### src/rtl/hgpl_pkg.sv
// hgpl_pkg: grid geometry constants, divider reciprocals and stage structs
// for the hex grid point locator; no dependencies
`timescale 1ns / 1ps

package hgpl_pkg;

  // grid geometry
  localparam int SIDE_LEN    = 24;
  localparam int SLANT_LEN   = 12;
  localparam int CELL_HEIGHT = 40;
  localparam int COORD_BITS  = 12;

  // fixed width of every payload field on the ports
  localparam int FIELD_W = 12;

  localparam int HALF_HEIGHT = CELL_HEIGHT / 2;
  localparam int COL_PITCH   = SIDE_LEN + SLANT_LEN;

  // internal widths
  localparam int CW    = COORD_BITS;
  localparam int ROW_W = CW + 1;
  localparam int X0_W  = CW + $clog2(COL_PITCH + 1) + 1;
  localparam int XC_W  = X0_W + 1;
  localparam int Y0_W  = ROW_W + $clog2(CELL_HEIGHT + 1);
  localparam int D_W   = $clog2(CELL_HEIGHT + 1);
  localparam int DH_W  = $clog2(HALF_HEIGHT + 1);
  localparam int R_W   = $clog2(SLANT_LEN + 1);

  // exact floor division by a constant: n * ceil(2^s / k) >> s, s = N + clog2(k)
  localparam int     PX_SH  = CW + $clog2(COL_PITCH);
  localparam longint PX_M   = ((longint'(1) << PX_SH) + COL_PITCH - 1) / COL_PITCH;
  localparam int     PX_P_W = CW + CW + 2;

  localparam int     RY_SH  = CW + $clog2(CELL_HEIGHT);
  localparam longint RY_M   = ((longint'(1) << RY_SH) + CELL_HEIGHT - 1) / CELL_HEIGHT;
  localparam int     RY_P_W = CW + CW + 2;

  // slant reach = SLANT_LEN * d / HALF_HEIGHT folded into one constant multiply
  localparam int     NUM_W  = $clog2(SLANT_LEN * HALF_HEIGHT + 1);
  localparam int     RH_SH  = NUM_W + $clog2(HALF_HEIGHT);
  localparam longint RH_M   = ((longint'(1) << RH_SH) + HALF_HEIGHT - 1) / HALF_HEIGHT;
  localparam longint RH_K   = SLANT_LEN * RH_M;
  localparam int     RH_P_W = DH_W + NUM_W + 2 + R_W;

  // first guess of column and the two row quotients
  typedef struct packed {
    logic [CW-1:0] x;
    logic [CW-1:0] y;
    logic [CW-1:0] gc;
    logic [CW-1:0] q_even;
    logic [CW-1:0] q_odd;
  } guess_t;

  // three candidates: col[0]/x0[0] for the first, col[1]/x0[1] for the others
  typedef struct packed {
    logic [CW-1:0]              x;
    logic [1:0][CW-1:0]         col;
    logic [2:0][ROW_W-1:0]      row;
    logic [2:0]                 ok;
    logic [2:0][DH_W-1:0]       d;
    logic [1:0][X0_W-1:0]       x0;
  } cand_t;

endpackage

### src/rtl/hex_grid_point_locator.sv
// hex_grid_point_locator: top level, finds the hexagon of a column-offset
// flat-sided hex grid that holds a screen point; uses hgpl_pkg, hgpl_guess,
// hgpl_geom and hgpl_test
`timescale 1ns / 1ps

// usage
//   slave channel: one point per item, tdata = {point_y, point_x}
//   master channel: one result per point, tdata = {hex_row, hex_column},
//     tuser = found; a point outside every candidate gives column 0, row 0,
//     found 0
//   result timing: a result shows on m_axis_tvalid from the output register
//     once its point has passed every stage, later only while the receiver stalls
//   throughput: one point per cycle unless the receiver stalls; five register stages
//     (guess, corners, band test, slant reach, output) all move together
//   stall: while a result waits with m_axis_tready low the whole pipeline
//     holds and s_axis_tready drops; nothing is lost or repeated, and
//     s_axis_tready returns in the same cycle that m_axis_tready does
//   reset: rst_ni clears every stage valid bit at once, the block takes
//     items from the first cycle after reset; there is no other state
//   stages: the column guess and both row quotients are exact reciprocal
//     multiplies, the slant reach is one constant multiply; the guess multiplies
//     sit side by side in the guess stage, the reach ones in the reach stage

module hex_grid_point_locator (
  input  logic                           clk_i,
  input  logic                           rst_ni,
  // slave side
  input  logic                           s_axis_tvalid,
  output logic                           s_axis_tready,
  input  logic [2*hgpl_pkg::FIELD_W-1:0] s_axis_tdata,  // point_x, point_y
  // master side
  output logic                           m_axis_tvalid,
  input  logic                           m_axis_tready,
  output logic [2*hgpl_pkg::FIELD_W-1:0] m_axis_tdata,  // hex_column, hex_row
  output logic                           m_axis_tuser   // found
);

  logic                         en;
  logic                         guess_valid;
  hgpl_pkg::guess_t             guess;
  logic                         cand_valid;
  hgpl_pkg::cand_t              cand;
  logic [hgpl_pkg::FIELD_W-1:0] hex_column;
  logic [hgpl_pkg::FIELD_W-1:0] hex_row;
  logic [hgpl_pkg::CW-1:0]      point_x;
  logic [hgpl_pkg::CW-1:0]      point_y;

  // whole pipeline advances unless a finished result is blocked
  assign en            = !m_axis_tvalid || m_axis_tready;
  assign s_axis_tready = en;

  // coordinates are taken modulo the coordinate range
  assign point_x = hgpl_pkg::CW'(s_axis_tdata[hgpl_pkg::FIELD_W-1:0]);
  assign point_y = hgpl_pkg::CW'(s_axis_tdata[2*hgpl_pkg::FIELD_W-1:hgpl_pkg::FIELD_W]);

  hgpl_guess u_guess (
    .clk_i   (clk_i),
    .rst_ni  (rst_ni),
    .en_i    (en),
    .valid_i (s_axis_tvalid),
    .x_i     (point_x),
    .y_i     (point_y),
    .valid_o (guess_valid),
    .guess_o (guess)
  );

  hgpl_geom u_geom (
    .clk_i   (clk_i),
    .rst_ni  (rst_ni),
    .en_i    (en),
    .valid_i (guess_valid),
    .guess_i (guess),
    .valid_o (cand_valid),
    .cand_o  (cand)
  );

  hgpl_test u_test (
    .clk_i    (clk_i),
    .rst_ni   (rst_ni),
    .en_i     (en),
    .valid_i  (cand_valid),
    .cand_i   (cand),
    .valid_o  (m_axis_tvalid),
    .column_o (hex_column),
    .row_o    (hex_row),
    .found_o  (m_axis_tuser)
  );

  assign m_axis_tdata = {hex_row, hex_column};

endmodule

### src/rtl/hgpl_guess.sv
// hgpl_guess: first pipeline stage, guesses column and row quotients
// by reciprocal multiplication; depends on hgpl_pkg
`timescale 1ns / 1ps

module hgpl_guess (
  input  logic                    clk_i,
  input  logic                    rst_ni,
  input  logic                    en_i,
  input  logic                    valid_i,
  input  logic [hgpl_pkg::CW-1:0] x_i,
  input  logic [hgpl_pkg::CW-1:0] y_i,
  output logic                    valid_o,
  output hgpl_pkg::guess_t        guess_o
);

  logic [hgpl_pkg::CW-1:0]     nx;
  logic [hgpl_pkg::CW-1:0]     ny_odd;
  logic [hgpl_pkg::PX_P_W-1:0] px_prod;
  logic [hgpl_pkg::RY_P_W-1:0] ry_even;
  logic [hgpl_pkg::RY_P_W-1:0] ry_odd;
  hgpl_pkg::guess_t            guess_d;
  hgpl_pkg::guess_t            guess_q;
  logic                        valid_q;

  assign nx      = x_i - hgpl_pkg::CW'(hgpl_pkg::SLANT_LEN);
  assign ny_odd  = y_i - hgpl_pkg::CW'(hgpl_pkg::HALF_HEIGHT);
  assign px_prod = hgpl_pkg::PX_P_W'(nx) * hgpl_pkg::PX_P_W'(hgpl_pkg::PX_M);
  assign ry_even = hgpl_pkg::RY_P_W'(y_i) * hgpl_pkg::RY_P_W'(hgpl_pkg::RY_M);
  assign ry_odd  = hgpl_pkg::RY_P_W'(ny_odd) * hgpl_pkg::RY_P_W'(hgpl_pkg::RY_M);

  always_comb begin
    guess_d.x = x_i;
    guess_d.y = y_i;
    // left margin falls into column 0
    if (hgpl_pkg::X0_W'(x_i) < hgpl_pkg::X0_W'(hgpl_pkg::COL_PITCH)) begin
      guess_d.gc = '0;
    end else begin
      guess_d.gc = hgpl_pkg::CW'(px_prod >> hgpl_pkg::PX_SH);
    end
    guess_d.q_even = hgpl_pkg::CW'(ry_even >> hgpl_pkg::RY_SH);
    // odd columns near the top truncate toward zero
    if (y_i < hgpl_pkg::CW'(hgpl_pkg::HALF_HEIGHT)) begin
      guess_d.q_odd = '0;
    end else begin
      guess_d.q_odd = hgpl_pkg::CW'(ry_odd >> hgpl_pkg::RY_SH);
    end
  end

  always_ff @(posedge clk_i or negedge rst_ni) begin
    if (!rst_ni) begin
      valid_q <= 1'b0;
    end else if (en_i) begin
      valid_q <= valid_i;
    end
  end

  always_ff @(posedge clk_i) begin
    if (en_i) begin
      guess_q <= guess_d;
    end
  end

  assign valid_o = valid_q;
  assign guess_o = guess_q;

endmodule

### src/rtl/hgpl_geom.sv
// hgpl_geom: two pipeline stages, candidate cells with their corners,
// then vertical band test and mirrored height; depends on hgpl_pkg
`timescale 1ns / 1ps

module hgpl_geom (
  input  logic             clk_i,
  input  logic             rst_ni,
  input  logic             en_i,
  input  logic             valid_i,
  input  hgpl_pkg::guess_t guess_i,
  output logic             valid_o,
  output hgpl_pkg::cand_t  cand_o
);

  typedef struct packed {
    logic [hgpl_pkg::CW-1:0]              x;
    logic [hgpl_pkg::CW-1:0]              y;
    logic [1:0][hgpl_pkg::CW-1:0]         col;
    logic [2:0][hgpl_pkg::ROW_W-1:0]      row;
    logic [2:0]                           ok;
    logic [2:0][hgpl_pkg::Y0_W-1:0]       y0;
    logic [1:0][hgpl_pkg::X0_W-1:0]       x0;
  } corner_t;

  logic [hgpl_pkg::ROW_W-1:0] gr;
  logic [hgpl_pkg::X0_W-1:0]  x0_base;
  corner_t                    corner_d;
  corner_t                    corner_q;
  logic                       corner_valid_q;
  hgpl_pkg::cand_t            cand_d;
  hgpl_pkg::cand_t            cand_q;
  logic                       cand_valid_q;
  logic [hgpl_pkg::Y0_W-1:0]  y_ext;
  logic [hgpl_pkg::D_W-1:0]   dy [3];
  logic [2:0]                 in_band;

  // stage a: candidate cells, lower-left corners
  always_comb begin
    gr = guess_i.gc[0] ? {guess_i.q_odd, 1'b1} : {guess_i.q_even, 1'b0};
    x0_base = hgpl_pkg::X0_W'(hgpl_pkg::SLANT_LEN)
            + hgpl_pkg::X0_W'(guess_i.gc) * hgpl_pkg::X0_W'(hgpl_pkg::COL_PITCH);

    corner_d.x      = guess_i.x;
    corner_d.y      = guess_i.y;
    corner_d.col[0] = guess_i.gc;
    corner_d.col[1] = guess_i.gc + 1'b1;
    corner_d.row[0] = gr;
    corner_d.row[1] = gr + 1'b1;
    corner_d.row[2] = gr - 1'b1;
    // row 0 of an odd column and negative rows do not exist
    corner_d.ok[0] = !(corner_d.col[0][0] && (corner_d.row[0] == '0));
    corner_d.ok[1] = !(corner_d.col[1][0] && (corner_d.row[1] == '0));
    corner_d.ok[2] = (gr != '0) && !(corner_d.col[1][0] && (corner_d.row[2] == '0));
    for (int k = 0; k < 3; k++) begin
      corner_d.y0[k] = hgpl_pkg::Y0_W'((hgpl_pkg::Y0_W'(corner_d.row[k])
                     * hgpl_pkg::Y0_W'(hgpl_pkg::CELL_HEIGHT)) >> 1);
    end
    corner_d.x0[0] = x0_base;
    corner_d.x0[1] = x0_base + hgpl_pkg::X0_W'(hgpl_pkg::COL_PITCH);
  end

  // stage b: vertical band and height mirrored about the middle
  always_comb begin
    y_ext = hgpl_pkg::Y0_W'(corner_q.y);
    cand_d.x   = corner_q.x;
    cand_d.col = corner_q.col;
    cand_d.row = corner_q.row;
    cand_d.x0  = corner_q.x0;
    for (int k = 0; k < 3; k++) begin
      in_band[k] = (y_ext >= corner_q.y0[k])
                && (y_ext <= corner_q.y0[k] + hgpl_pkg::Y0_W'(hgpl_pkg::CELL_HEIGHT));
      dy[k] = hgpl_pkg::D_W'(y_ext - corner_q.y0[k]);
      if (dy[k] <= hgpl_pkg::D_W'(hgpl_pkg::HALF_HEIGHT)) begin
        cand_d.d[k] = hgpl_pkg::DH_W'(dy[k]);
      end else begin
        cand_d.d[k] = hgpl_pkg::DH_W'(hgpl_pkg::D_W'(hgpl_pkg::CELL_HEIGHT) - dy[k]);
      end
    end
    cand_d.ok = corner_q.ok & in_band;
  end

  always_ff @(posedge clk_i or negedge rst_ni) begin
    if (!rst_ni) begin
      corner_valid_q <= 1'b0;
      cand_valid_q   <= 1'b0;
    end else if (en_i) begin
      corner_valid_q <= valid_i;
      cand_valid_q   <= corner_valid_q;
    end
  end

  always_ff @(posedge clk_i) begin
    if (en_i) begin
      corner_q <= corner_d;
      cand_q   <= cand_d;
    end
  end

  assign valid_o = cand_valid_q;
  assign cand_o  = cand_q;

endmodule

### src/rtl/hgpl_test.sv
// hgpl_test: slant reach stage, then horizontal test, first-hit select
// and the output register; depends on hgpl_pkg
`timescale 1ns / 1ps

module hgpl_test (
  input  logic                         clk_i,
  input  logic                         rst_ni,
  input  logic                         en_i,
  input  logic                         valid_i,
  input  hgpl_pkg::cand_t              cand_i,
  output logic                         valid_o,
  output logic [hgpl_pkg::FIELD_W-1:0] column_o,
  output logic [hgpl_pkg::FIELD_W-1:0] row_o,
  output logic                         found_o
);

  typedef struct packed {
    logic [hgpl_pkg::CW-1:0]              x;
    logic [1:0][hgpl_pkg::CW-1:0]         col;
    logic [2:0][hgpl_pkg::ROW_W-1:0]      row;
    logic [2:0]                           ok;
    logic [1:0][hgpl_pkg::X0_W-1:0]       x0;
    logic [2:0][hgpl_pkg::R_W-1:0]        reach;
  } reach_t;

  reach_t                        reach_d;
  reach_t                        reach_q;
  logic                          reach_valid_q;
  logic [hgpl_pkg::RH_P_W-1:0]   rh_prod [3];
  logic [hgpl_pkg::XC_W-1:0]     x0_k [3];
  logic [hgpl_pkg::XC_W-1:0]     x_ext;
  logic [2:0]                    hit;
  logic [hgpl_pkg::FIELD_W-1:0]  column_d;
  logic [hgpl_pkg::FIELD_W-1:0]  row_d;
  logic [hgpl_pkg::FIELD_W-1:0]  column_q;
  logic [hgpl_pkg::FIELD_W-1:0]  row_q;
  logic                          found_q;
  logic                          out_valid_q;

  // stage c: horizontal reach of the slanted edges
  always_comb begin
    reach_d.x   = cand_i.x;
    reach_d.col = cand_i.col;
    reach_d.row = cand_i.row;
    reach_d.ok  = cand_i.ok;
    reach_d.x0  = cand_i.x0;
    for (int k = 0; k < 3; k++) begin
      rh_prod[k] = hgpl_pkg::RH_P_W'(cand_i.d[k]) * hgpl_pkg::RH_P_W'(hgpl_pkg::RH_K);
      reach_d.reach[k] = hgpl_pkg::R_W'(rh_prod[k] >> hgpl_pkg::RH_SH);
    end
  end

  // stage d: left and right edge test, first candidate that holds wins
  always_comb begin
    x_ext   = hgpl_pkg::XC_W'(reach_q.x);
    x0_k[0] = hgpl_pkg::XC_W'(reach_q.x0[0]);
    x0_k[1] = hgpl_pkg::XC_W'(reach_q.x0[1]);
    x0_k[2] = hgpl_pkg::XC_W'(reach_q.x0[1]);
    for (int k = 0; k < 3; k++) begin
      hit[k] = reach_q.ok[k]
            && (x_ext + hgpl_pkg::XC_W'(reach_q.reach[k]) >= x0_k[k])
            && (x_ext <= x0_k[k] + hgpl_pkg::XC_W'(hgpl_pkg::SIDE_LEN)
                        + hgpl_pkg::XC_W'(reach_q.reach[k]));
    end
    if (hit[0]) begin
      column_d = hgpl_pkg::FIELD_W'(reach_q.col[0]);
      row_d    = hgpl_pkg::FIELD_W'(reach_q.row[0]);
    end else if (hit[1]) begin
      column_d = hgpl_pkg::FIELD_W'(reach_q.col[1]);
      row_d    = hgpl_pkg::FIELD_W'(reach_q.row[1]);
    end else if (hit[2]) begin
      column_d = hgpl_pkg::FIELD_W'(reach_q.col[1]);
      row_d    = hgpl_pkg::FIELD_W'(reach_q.row[2]);
    end else begin
      column_d = '0;
      row_d    = '0;
    end
  end

  always_ff @(posedge clk_i or negedge rst_ni) begin
    if (!rst_ni) begin
      reach_valid_q <= 1'b0;
      out_valid_q   <= 1'b0;
    end else if (en_i) begin
      reach_valid_q <= valid_i;
      out_valid_q   <= reach_valid_q;
    end
  end

  always_ff @(posedge clk_i) begin
    if (en_i) begin
      reach_q  <= reach_d;
      column_q <= column_d;
      row_q    <= row_d;
      found_q  <= |hit;
    end
  end

  assign valid_o  = out_valid_q;
  assign column_o = column_q;
  assign row_o    = row_q;
  assign found_o  = found_q;

endmodule

### config.mk
export PLATFORM = sky130hd
export DESIGN_NAME = hex_grid_point_locator
export DESIGN_NICKNAME = d
export VERILOG_FILES = /design/src/rtl/hgpl_pkg.sv /design/src/rtl/hex_grid_point_locator.sv /design/src/rtl/hgpl_guess.sv /design/src/rtl/hgpl_geom.sv /design/src/rtl/hgpl_test.sv
export SDC_FILE = /design/constraint.sdc
export NUM_CORES = 1
export LEC_CHECK = 0
export BUFFER_PORTS_ARGS = -buffer_cell sky130_fd_sc_hd__buf_2
export CORE_AREA = 2 2 222 224
export DETAILED_ROUTE_END_ITERATION = 12
export DIE_AREA = 0 0 224 226
export PLACE_DENSITY_LB_ADDON = 0.2
export SETUP_SLACK_MARGIN = 0.02
export SLEW_MARGIN = 10
export SYNTH_ARGS = -nofsm -noshare
export SYNTH_HDL_FRONTEND = slang
export SYNTH_SLANG_ARGS = --single-unit
### constraint.sdc
create_clock -name clk_i -period 33.4 [get_ports clk_i]
set_input_delay 10.02 -clock clk_i [delete_from_list [all_inputs] [get_ports clk_i]]
set_output_delay 10.02 -clock clk_i [all_outputs]
set_load 0.02 [all_outputs]
==> flow_metrics.env, run 1 <==
export IMPL_worstSetupStartpoint="m_axis_tready"
export IMPL_place_congestion=0.896
export IMPL_setup_tns_final_ns=0
export IMPL_yosys_area_share_simple_pct=7.32
export IMPL_timing_rr_end="u_test.column_o[2]$_DFFE_PP_"
export IMPL_grt_resource_usage_total_pct=22.9
export IMPL_cts_hold_fix_buffers=0
export IMPL_netlist_area_um2=28700
export IMPL_core_area_um2=48300
export IMPL_buffer_ports_inserted=50
export IMPL_placementRows=81
export IMPL_synthCells=2465
export IMPL_grt_pass1_wl_mm=92.5
export IMPL_final_hold_viol_count=0
export IMPL_pre_cts_slack_ns=12.31
export IMPL_fin_crit_sh_pct=63.1
export IMPL_die_height_um=226
export IMPL_startpoint_type_of_the_worst_setup_path="input port"
export IMPL_tritoncts_num_buffers=41
export IMPL_gr_total_overflow=0
export IMPL_finalMaxSlewViolations=0
export IMPL_grt_met1_usage_pct=30.9
export IMPL_netlist_top_cells_count="538 x ha_1, 386 x inv_1, 372 x edfxtp_1"
export IMPL_crit_path_end="s_axis_tready"
export IMPL_antenna_violations_before_repair=0
export IMPL_drtPass1Iterations=5
export IMPL_crit_reg2reg_launch="u_test.reach_q[3]$_DFFE_PP_"
export IMPL_dp_cells=3123
export IMPL_fin_nets=3234
export IMPL_initialDrtViolationCount=976
export IMPL_grt_max_degree=177
export IMPL_yosys_cell_count_top_type="ha_1"
export IMPL_vias_per_cell=5.56
export IMPL_route_detailed_wl_per_inst_um=17.3
export IMPL_grt_met3_usage_pct=2.47
export IMPL_ys_warnings_count=0
export IMPL_post_synth_num_cell_types=69
export IMPL_clock_latency_ns=0.56
export IMPL_synth_adder_area_share_pct=32.1
export IMPL_critical_path_max_stage_delay_ns=0.65
export IMPL_arrival_ns=11.04
export IMPL_max_clock_freq_mhz=47.5
export IMPL_post_synth_mux_area_share_pct=0.476
export IMPL_cp_slowest_cell="nand2b_4"
export IMPL_timing_final_setup_violations=0
export IMPL_reg2reg_setup_slack_ns=28.11
export IMPL_timing_clock_skew_ns=0.0158
export IMPL_initial_utilization_pct=59.3
export IMPL_post_cts_gate_resize_count=0
export IMPL_synth_seq_cells=377
export IMPL_critPathMaxFanout=64
export IMPL_clock_root_buffer="clkbuf_16"
export IMPL_hpwlAfterDp_mm=43.6
export IMPL_finalNonFillerCells=3196
export IMPL_max_slew_worst_pin_slew_ns=1.23
export IMPL_max_clock_path_buffers=3
export IMPL_cts_sink_count=377
export IMPL_most_area_hungry_cell_type_in_the_yosys_netlist="edfxtp_1"
export IMPL_grt_most_used_layer="met2"
export IMPL_critical_path_cell_chain="buf_2, nand2b_4, buf_2"
export IMPL_drive_gt1_share_pct=5.40
export IMPL_worstSetupPathType="in -> out"
export IMPL_vias=17800
export IMPL_critical_path_required_ns=23.38
export IMPL_synth_top_area_share_pct=39.0
export IMPL_die_area_um2=50600
export IMPL_r2r_cell_count=16
export IMPL_final_period_minus_worst_setup_slack_ns=21.06
export IMPL_layout_area_growth_over_synthesis_pct=8.18
export IMPL_rsz_0062_raised_after_global_routing="no"
export IMPL_synth_ff_type="edfxtp_1"
export IMPL_num_antenna_cells=0
export IMPL_drc=0
export IMPL_synth_enable_flop_cells=372
export IMPL_worstHoldPathType="reg -> reg"
export IMPL_slew_headroom_pct=17.9
export IMPL_cts_tree="yes"
export IMPL_postRouteAntennaNets=0
export IMPL_synthXorXnorAreaFrac_pct=6.78
export IMPL_run_status="finished clean"
export IMPL_finalWirelength_mm=55.3
export IMPL_die_width_um=224
export IMPL_cts_post_setup_buffers_inserted=0
export IMPL_num_io_pins=55
export IMPL_synthesis_area_per_instance_um2=11.6
export IMPL_yosysSeqAreaShare_pct=39.4
export IMPL_grt_pass1_vias=18500
export IMPL_path_common_cell="buf_2"
export IMPL_compound_gate_portion_of_the_synthesized_area_pct=8.27
export IMPL_cts_htree_levels=2
export IMPL_max_cap_violations=0
export IMPL_synth_top_cells_by_area="edfxtp_1 39%, ha_1 23%, fa_1 8.7%"
export IMPL_async_flop_share_pct=1.33
export IMPL_crit_path_end_kind="primary output"
export IMPL_met2_usage_pct=39.6
export IMPL_fin_ws_ns=12.34
export IMPL_worst_path_clk_slew_ns=0.06
export IMPL_dominant_combinational_cell_family_by_area_after_synthesis="adder cells"
[sequential cells by signal (all words and copies together), names as in the netlist]
| signal | cells |
|---|---|
| u_geom.cand_d | 73 |
| u_geom.cand_o | 92 |
| u_geom.corner_q | 51 |
| u_geom.corner_valid_q | 1 |
| u_geom.valid_o | 1 |
| u_guess.guess_o | 45 |
| u_guess.valid_o | 1 |
| u_test.column_o | 8 |
| u_test.found_o | 1 |
| u_test.reach_q | 91 |
| u_test.reach_valid_q | 1 |
| u_test.row_o | 11 |
| u_test.valid_o | 1 |
[cell type report]
type	instances	area [µm²]
fill	3611	17300
multi-input combinational	1681	15800
sequential	377	11300
inverter	386	1450
clock buffer	49	1080
tap	622	778
timing repair buffer	57	315
clock inverter	24	285
[cells by family after synthesis]
logic type / after synthesis
AO/OA/AOI/OAI: 360
XOR/XNOR: 222
adder cells (fa/ha/maj): 662
buffers and inverters: 414
flip-flops: 377
multiplexers: 13
other: 2
AND/OR/NAND/NOR: 415
[metal layers]
metal / routed length, µm / vias to the layer above
li1: - / 8805
met1: 25200 / 8633
met2: 27100 / 254
met3: 1710 / 75
met4: 1200 / 0
met5: 0 / -
[through the flow]
step | util, % | instance area, µm² | hold slack (ns)
2_1_floorplan | - | 28700 | 0.400
5_1_grt | 64.2 | 31000 | 0.417
3_3_place_gp | 61.3 | 29700 | 0.401
4_1_cts | 64.2 | 31000 | 0.411
3_5_place_dp | 61.3 | 29700 | 0.405
6_report | 64.2 | 31000 | 0.412
[how the worst min path moves through the flow]
stage	cells after the start	from	slack [ns]	end
2_1_floorplan	0	u_guess.guess_o[48]$_DFFE_PP_	0.40	u_geom.cand_d[119]$_DFFE_PP_
3_3_place_gp	0	u_geom.cand_o[111]$_DFFE_PP_	0.40	u_test.reach_q[108]$_DFFE_PP_
4_1_cts	0	u_geom.cand_d[72]$_DFFE_PP_	0.41	u_geom.cand_o[72]$_DFFE_PP_
3_5_place_dp	0	u_guess.guess_o[49]$_DFFE_PP_	0.40	u_geom.cand_d[120]$_DFFE_PP_
5_1_grt	0	u_geom.cand_d[72]$_DFFE_PP_	0.42	u_geom.cand_o[72]$_DFFE_PP_
6_report	0	u_geom.cand_o[33]$_DFFE_PP_	0.41	u_test.reach_q[45]$_DFFE_PP_
[cells in the final DEF, fill, tap and decap left out, types with 6 or more instances in the layout]
cell type	n
conb_1	9
a22o_1	7
a41o_1	6
or3_1	8
or3b_1	7
a21boi_0	6
nand2b_1	20
clkbuf_16	42
edfxtp_1	372
nor2_1	107
buf_4	6
ha_1	538
nand3_1	32
nand3b_1	7
nand2_1	82
nor2b_1	22
a31o_2	6
o21ai_0	69
a211oi_1	11
nor4_1	7
buf_2	50
a2111oi_0	8
fa_1	124
and2_1	15
a21o_1	56
and3_1	12
clkbuf_1	7
xor2_1	64
or2_2	6
nand4_1	30
nor3_1	42
o21a_1	11
xnor2_1	158
a21oi_1	103
inv_1	386
mux2i_1	8
a31oi_1	11
clkinv_1	7
a2bb2oi_1	9
o21bai_1	20
[worst max-delay path, delay by kind of cell]
family | cells | cell delay [ns]
buffers and inverters | 2 | 0.37
AND/OR/NAND/NOR | 1 | 0.65
Power of run 1 is left out: the tool's default activity adds up to more than one toggle a clock period on the data nets, which glitch-free logic cannot reach.
==> run 2: changes to the inputs <==
--- a/config.mk
+++ b/config.mk
@@ -5,10 +5,11 @@
 export SDC_FILE = /design/constraint.sdc
 export NUM_CORES = 1
 export LEC_CHECK = 0
+export ABC_AREA = 1
 export BUFFER_PORTS_ARGS = -buffer_cell sky130_fd_sc_hd__buf_2
-export CORE_AREA = 2 2 222 224
+export CORE_AREA = 2 2 228 230
 export DETAILED_ROUTE_END_ITERATION = 12
-export DIE_AREA = 0 0 224 226
+export DIE_AREA = 0 0 230 232
 export PLACE_DENSITY_LB_ADDON = 0.2
 export SETUP_SLACK_MARGIN = 0.02
 export SLEW_MARGIN = 10
==> constraint.sdc (replaced) <==
create_clock -name clk_i -period 17.2 [get_ports clk_i]
set_input_delay 5.16 -clock clk_i [delete_from_list [all_inputs] [get_ports clk_i]]
set_output_delay 5.16 -clock clk_i [all_outputs]
set_load 0.02 [all_outputs]
==> run 2 against run 1 <==
Wire length is 8.9% higher. Sequential cell count stayed put. Register-to-register slack worse by 16 ns. Cell area is 3.8% higher. Cell count is 17% higher. Count of clock-buffer cells in the layout is 6 lower. Clock skew is 0.031 ns higher. Utilization is 0.86 points lower. Synthesized area is 3.6% higher. Die area is 5.4% higher.
==> flow_metrics.env, run 2 <==
export IMPL_yosysSeqAreaShare_pct=38.0
export IMPL_setup_tns_final_ns=0
export IMPL_cts_htree_levels=2
export IMPL_die_height_um=232
export IMPL_finalMaxSlewViolations=0
export IMPL_grt_resource_usage_total_pct=23.3
export IMPL_max_slew_worst_pin_slew_ns=0.986
export IMPL_max_clock_path_buffers=3
export IMPL_route_detailed_wl_per_inst_um=16.1
export IMPL_timing_clock_skew_ns=0.0470
export IMPL_num_io_pins=55
export IMPL_met1Wirelength_mm=27.1
export IMPL_async_flop_share_pct=1.33
export IMPL_slew_headroom_pct=34.3
export IMPL_dr_wl_met2_mm=29.3
export IMPL_synthesis_area_per_instance_um2=10.1
export IMPL_initialDrtViolationCount=1260
export IMPL_initial_utilization_pct=58.3
export IMPL_arrival_ns=6.16
export IMPL_multiInputGateArea_um2=16300
export IMPL_ys_warnings_count=0
export IMPL_clock_root_buffer="clkbuf_16"
export IMPL_synth_top_area_share_pct=37.6
export IMPL_startpoint_type_of_the_worst_setup_path="input port"
export IMPL_layout_area_growth_over_synthesis_pct=8.47
export IMPL_hpwlAfterDp_mm=48.9
export IMPL_drtPass1Iterations=8
export IMPL_fin_crit_sh_pct=65.8
export IMPL_netlist_area_um2=29700
export IMPL_layout_cells_most_common="ha_1"
export IMPL_fin_nets=3719
export IMPL_grt_pass1_vias=20800
export IMPL_cts_sink_count=377
export IMPL_largest_register_ffs=92
export IMPL_post_cts_gate_resize_count=0
export IMPL_max_clock_freq_mhz=88.3
export IMPL_ff_latch_area_um2=11300
export IMPL_routed_wl_met3_mm=2.22
export IMPL_cts_post_setup_buffers_inserted=0
export IMPL_place_congestion=0.902
export IMPL_run_status="finished clean"
export IMPL_synthCells=2935
export IMPL_cts_hold_fix_buffers=0
export IMPL_synth_ff_type="edfxtp_1"
export IMPL_netlist_top_cells_count="538 x ha_1, 537 x inv_1, 374 x nand2_1"
export IMPL_timing_final_setup_violations=0
export IMPL_synth_seq_cells=377
export IMPL_tritoncts_num_buffers=40
export IMPL_grt_max_degree=96
export IMPL_post_synth_num_cell_types=53
export IMPL_cts_tree="yes"
export IMPL_worst_path_clk_slew_ns=0.06
export IMPL_vias_per_cell=5.35
export IMPL_finalWirelength_mm=60.2
export IMPL_antenna_violations_before_repair=0
export IMPL_die_width_um=230
export IMPL_buffer_ports_inserted=50
export IMPL_gr_total_overflow=0
export IMPL_most_area_hungry_cell_type_in_the_yosys_netlist="edfxtp_1"
export IMPL_max_cap_violations=0
export IMPL_core_area_um2=50900
export IMPL_clock_latency_ns=0.55
export IMPL_final_period_minus_worst_setup_slack_ns=11.32
export IMPL_drive_gt1_share_pct=6.08
export IMPL_critPathMaxFanout=95
export IMPL_num_antenna_cells=0
export IMPL_final_hold_viol_count=0
export IMPL_synth_top_cells_by_area="edfxtp_1 38%, ha_1 23%, fa_1 8.4%"
export IMPL_crit_path_end_kind="primary output"
export IMPL_die_area_um2=53400
export IMPL_vias=20000
export IMPL_postRouteAntennaNets=0
export IMPL_critical_path_required_ns=12.04
export IMPL_synth_enable_flop_cells=372
export IMPL_grt_pass1_wl_mm=101
export IMPL_placementRows=83
export IMPL_n_fill_cell=4134
export IMPL_top_layer_used="met4"
export IMPL_drc=0
export IMPL_worstHoldPathType="reg -> reg"
export IMPL_final_cell_mix="538 x ha_1, 537 x inv_1, 373 x nand2_1"
export IMPL_rsz_0062_raised_after_global_routing="no"
export IMPL_yosys_cell_count_top_type="ha_1"
export IMPL_worstSetupPathType="in -> out"
## run 2: cell count changes after synthesis, moves of 25 or more
cell,before,now
nand2_1,82,374
inv_1,386,537
xnor2_1,158,39
nor2_1,107,214
a21oi_1,103,188
xor2_1,64,143
nand3_1,32,91
a21o_1,56,8
o21ai_0,69,99
nor3_1,42,17
## run 2: critical path: stages
cell and delay (ns):
buf_2 0.09, inv_1 0.13, nand2_8 0.38, buf_2 0.35
## run 2: per-layer routing
metal | GRT usage (%) | vias up
li1 | - | 10000
met1 | 30.7 | 9528
met5 | 0 | -
met4 | 7.00 | 0
met3 | 2.31 | 106
met2 | 40.9 | 363
## run 2: path summary, 6_finish.rpt
check / from / endpoint / slack [ns] / cells after the start
worst max-delay path: m_axis_tready / s_axis_tready / 5.88 / 4
worst min-delay path: u_geom.cand_o[100]$_DFFE_PP_ / u_test.reach_q[97]$_DFFE_PP_ / 0.37 / 0
worst max register to register: u_guess.guess_o[24]$_SDFFCE_PN0P_ / u_geom.corner_q[92]$_DFFE_PP_ / 12.45 / 25
worst min register to register: u_geom.cand_o[100]$_DFFE_PP_ / u_test.reach_q[97]$_DFFE_PP_ / 0.37 / 0
max in group asynchronous: rst_ni / u_guess.valid_o$_DFFE_PN0P_ / 12.61 / 1
min in group asynchronous: rst_ni / u_test.valid_o$_DFFE_PN0P_ / 4.45 / 1
## run 2: stage by stage
step	utilization, %	hold slack (ns)	std cells	worst slack, ns	cell area (µm²)
after floorplan	-	0.400	2942	2.33	29700
after global placement	60.6	0.401	3667	5.84	30800
after detailed placement	60.6	0.405	3667	5.85	30800
after CTS	63.3	0.363	3739	5.84	32200
after global routing	63.3	0.394	3739	5.77	32200
final	63.3	0.371	3739	5.88	32200
## run 2: cell families after synthesis
group	synth area share (%)
AO/OA/AOI/OAI	6.38
XOR/XNOR	5.37
adder cells (fa/ha/maj)	31.0
buffers and inverters	7.11
flip-flops	38.0
multiplexers	0.0379
other	0.0253
AND/OR/NAND/NOR	12.0
## run 2: layout make-up
class	count	area share [%]
clock buffer	43	3.14
clock inverter	29	1.18
inverter	545	6.35
multi-input combinational	2009	50.7
sequential	377	35.1
tap	680	2.64
timing repair buffer	56	0.917
Power of run 2 is left out for the same reason.
==> run 3: changes to the inputs <==
--- a/config.mk
+++ b/config.mk
@@ -5,11 +5,11 @@
 export SDC_FILE = /design/constraint.sdc
 export NUM_CORES = 1
 export LEC_CHECK = 0
-export ABC_AREA = 1
+export ABC_AREA = 0
 export BUFFER_PORTS_ARGS = -buffer_cell sky130_fd_sc_hd__buf_2
-export CORE_AREA = 2 2 228 230
+export CORE_AREA = 2 2 224 226
 export DETAILED_ROUTE_END_ITERATION = 12
-export DIE_AREA = 0 0 230 232
+export DIE_AREA = 0 0 226 228
 export PLACE_DENSITY_LB_ADDON = 0.2
 export SETUP_SLACK_MARGIN = 0.02
 export SLEW_MARGIN = 10
==> constraint.sdc (replaced) <==
create_clock -name clk_i -period 10.3 [get_ports clk_i]
set_input_delay 3.09 -clock clk_i [delete_from_list [all_inputs] [get_ports clk_i]]
set_output_delay 3.09 -clock clk_i [all_outputs]
set_load 0.02 [all_outputs]
==> run 3 against run 2 <==
Cell area fell by 3.7%. Sequential share of layout area rose by 1.3 points. Clock skew fell by 0.021 ns. Utilization fell by 0.45 points. Cell count fell by 13%. Global-route usage fell by 0.57 points. Register-to-register slack got worse by 8.2 ns. Non-clock buffer count rose by 2. Critical path depth rose by 22. Wire length fell by 7.5%. Critical path type is now in -> reg. Largest cell class unchanged.
==> flow_metrics.env, run 3 (synthesis gave the netlist of run 1 again) <==
export IMPL_run_status="finished clean"
export IMPL_end_of_flow_core_utilization_pct=62.8
export IMPL_max_clock_path_buffers=3
export IMPL_cts_hold_fix_buffers=0
export IMPL_grt_resource_usage_total_pct=22.8
export IMPL_num_io_pins=55
export IMPL_critical_path_required_ns=10.58
export IMPL_crit_path_end="u_guess.guess_o[6]$_SDFFCE_PN0P_"
export IMPL_placementRows=82
export IMPL_die_height_um=228
export IMPL_cts_sink_count=377
export IMPL_slew_headroom_pct=20.3
export IMPL_critPathMaxFanout=10
export IMPL_pre_cts_slack_ns=1.05
export IMPL_post_cts_gate_resize_count=0
export IMPL_crit_path_end_kind="register"
export IMPL_timing_clock_skew_ns=0.0257
export IMPL_arrival_ns=8.96
export IMPL_num_antenna_cells=0
export IMPL_rsz_0062_raised_after_global_routing="no"
export IMPL_place_area_um2=29700
export IMPL_clock_latency_ns=0.56
export IMPL_grt_max_degree=155
export IMPL_initial_utilization_pct=58.1
export IMPL_tritoncts_num_buffers=39
export IMPL_place_congestion=0.869
export IMPL_drc=0
export IMPL_reg2reg_setup_slack_ns=4.26
export IMPL_max_slew_worst_pin_slew_ns=1.19
export IMPL_final_cell_mix="538 x ha_1, 386 x inv_1, 372 x edfxtp_1"
export IMPL_timing_final_setup_violations=0
export IMPL_worstSetupStartpoint="s_axis_tdata[14]"
export IMPL_finalMaxSlewViolations=0
export IMPL_timing_rr_end="u_test.column_o[1]$_DFFE_PP_"
export IMPL_fin_crit_sh_pct=84.3
export IMPL_cts_htree_levels=2
export IMPL_grt_pass1_wl_mm=93.5
export IMPL_fin_ws_ns=1.62
export IMPL_layout_cells_most_common="ha_1"
export IMPL_fin_nets=3233
export IMPL_n_fill_cell=3829
export IMPL_buffer_ports_inserted=50
export IMPL_cts_post_setup_buffers_inserted=0
export IMPL_drtPass1Iterations=5
export IMPL_r2r_cell_count=17
export IMPL_die_area_um2=51500
export IMPL_antenna_violations_before_repair=0
export IMPL_worstHoldPathType="reg -> reg"
export IMPL_max_cap_violations=0
export IMPL_finalInstanceArea_um2=31000
export IMPL_layout_area_growth_over_synthesis_pct=8.18
export IMPL_grt_pass1_vias=18700
export IMPL_cts_tree="yes"
export IMPL_vias=17800
export IMPL_die_width_um=226
export IMPL_postRouteAntennaNets=0
export IMPL_vias_per_cell=5.49
export IMPL_route_detailed_wl_per_inst_um=17.2
export IMPL_worstSetupPathType="in -> reg"
export IMPL_initialDrtViolationCount=978
export IMPL_final_hold_viol_count=0
export IMPL_hpwlAfterDp_mm=44.3
export IMPL_drive_gt1_share_pct=5.52
export IMPL_startpoint_type_of_the_worst_setup_path="input port"
export IMPL_max_clock_freq_mhz=115
export IMPL_clock_root_buffer="clkbuf_16"
export IMPL_worst_path_clk_slew_ns=0.07
export IMPL_final_period_minus_worst_setup_slack_ns=8.68
export IMPL_gr_total_overflow=0
export IMPL_setup_tns_final_ns=0
export IMPL_finalWirelength_mm=55.7
export IMPL_core_area_um2=49300
export IMPL_crit_reg2reg_launch="u_test.reach_q[34]$_DFFE_PP_"
export IMPL_largest_register_ffs=92
-- run 3: cell types whose count changed in the layout (fill, tap and decap cells not counted), sizes merged, moves of 34 or more --
cell,change
nand3,-66
xnor2,+119
a21oi,-86
xor2,-79
inv,-157
nand2,-313
nor2,-122
a21o,+48
o21ai,-34
-- run 3: final cells by class --
class / count / area [µm²] / area share, %
multi-input combinational: 1681 / 15800 / 51.0
sequential: 377 / 11300 / 36.4
inverter: 386 / 1450 / 4.67
clock buffer: 44 / 1020 / 3.28
tap: 672 / 841 / 2.71
timing repair buffer: 58 / 323 / 1.04
clock inverter: 28 / 277 / 0.892
-- run 3: critical path, stage by stage --
cell and delay, ns:
buf_2 0.17, inv_1 0.14, ha_1 0.23, inv_1 0.10
a21oi_1 0.22, nand2_1 0.12, xnor2_1 0.46, ha_1 0.32
inv_1 0.12, fa_1 0.44, inv_1 0.09, fa_1 0.42
fa_1 0.55, inv_1 0.06, fa_1 0.53, inv_1 0.04
ha_1 0.31, a21o_1 0.16, a21o_1 0.17, a21oi_1 0.18
a2bb2oi_1 0.25, a31oi_1 0.16, a21o_1 0.24, a21oi_1 0.18
xnor2_1 0.13, nor2_1 0.06
-- run 3: per-layer routing --
layer  global-route usage [%]  share of wire (%)  vias up  routed length, µm
met3                     2.77                3.0       93               1690
met4                     6.89                2.8        0               1580
met2                     39.8                 50      253              27800
met5                        0                  0        -                  0
met1                     29.6                 44     8655              24700
li1                         -                  -     8811                  -
-- run 3: worst min path at each step --
stage                                        startpoint                           end  cells after the start
after global routing        u_geom.cand_d[84]$_DFFE_PP_   u_geom.cand_o[84]$_DFFE_PP_                      0
after floorplan           u_guess.guess_o[48]$_DFFE_PP_  u_geom.cand_d[119]$_DFFE_PP_                      0
after CTS                   u_geom.cand_o[59]$_DFFE_PP_  u_test.reach_q[56]$_DFFE_PP_                      0
after detailed placement  u_guess.guess_o[48]$_DFFE_PP_  u_geom.cand_d[119]$_DFFE_PP_                      0
after global placement       u_geom.cand_o[5]$_DFFE_PP_  u_test.reach_q[17]$_DFFE_PP_                      0
final                       u_geom.cand_o[59]$_DFFE_PP_  u_test.reach_q[56]$_DFFE_PP_                      0
-- run 3: stage by stage --
| stage | cells | hold slack (ns) |
|---|---|---|
| 3_3_place_gp | 3174 | 0.401 |
| 2_1_floorplan | 2472 | 0.400 |
| 3_5_place_dp | 3174 | 0.405 |
| 4_1_cts | 3246 | 0.398 |
| 5_1_grt | 3246 | 0.405 |
| 6_report | 3246 | 0.395 |
Power of run 3 is left out for the same reason.
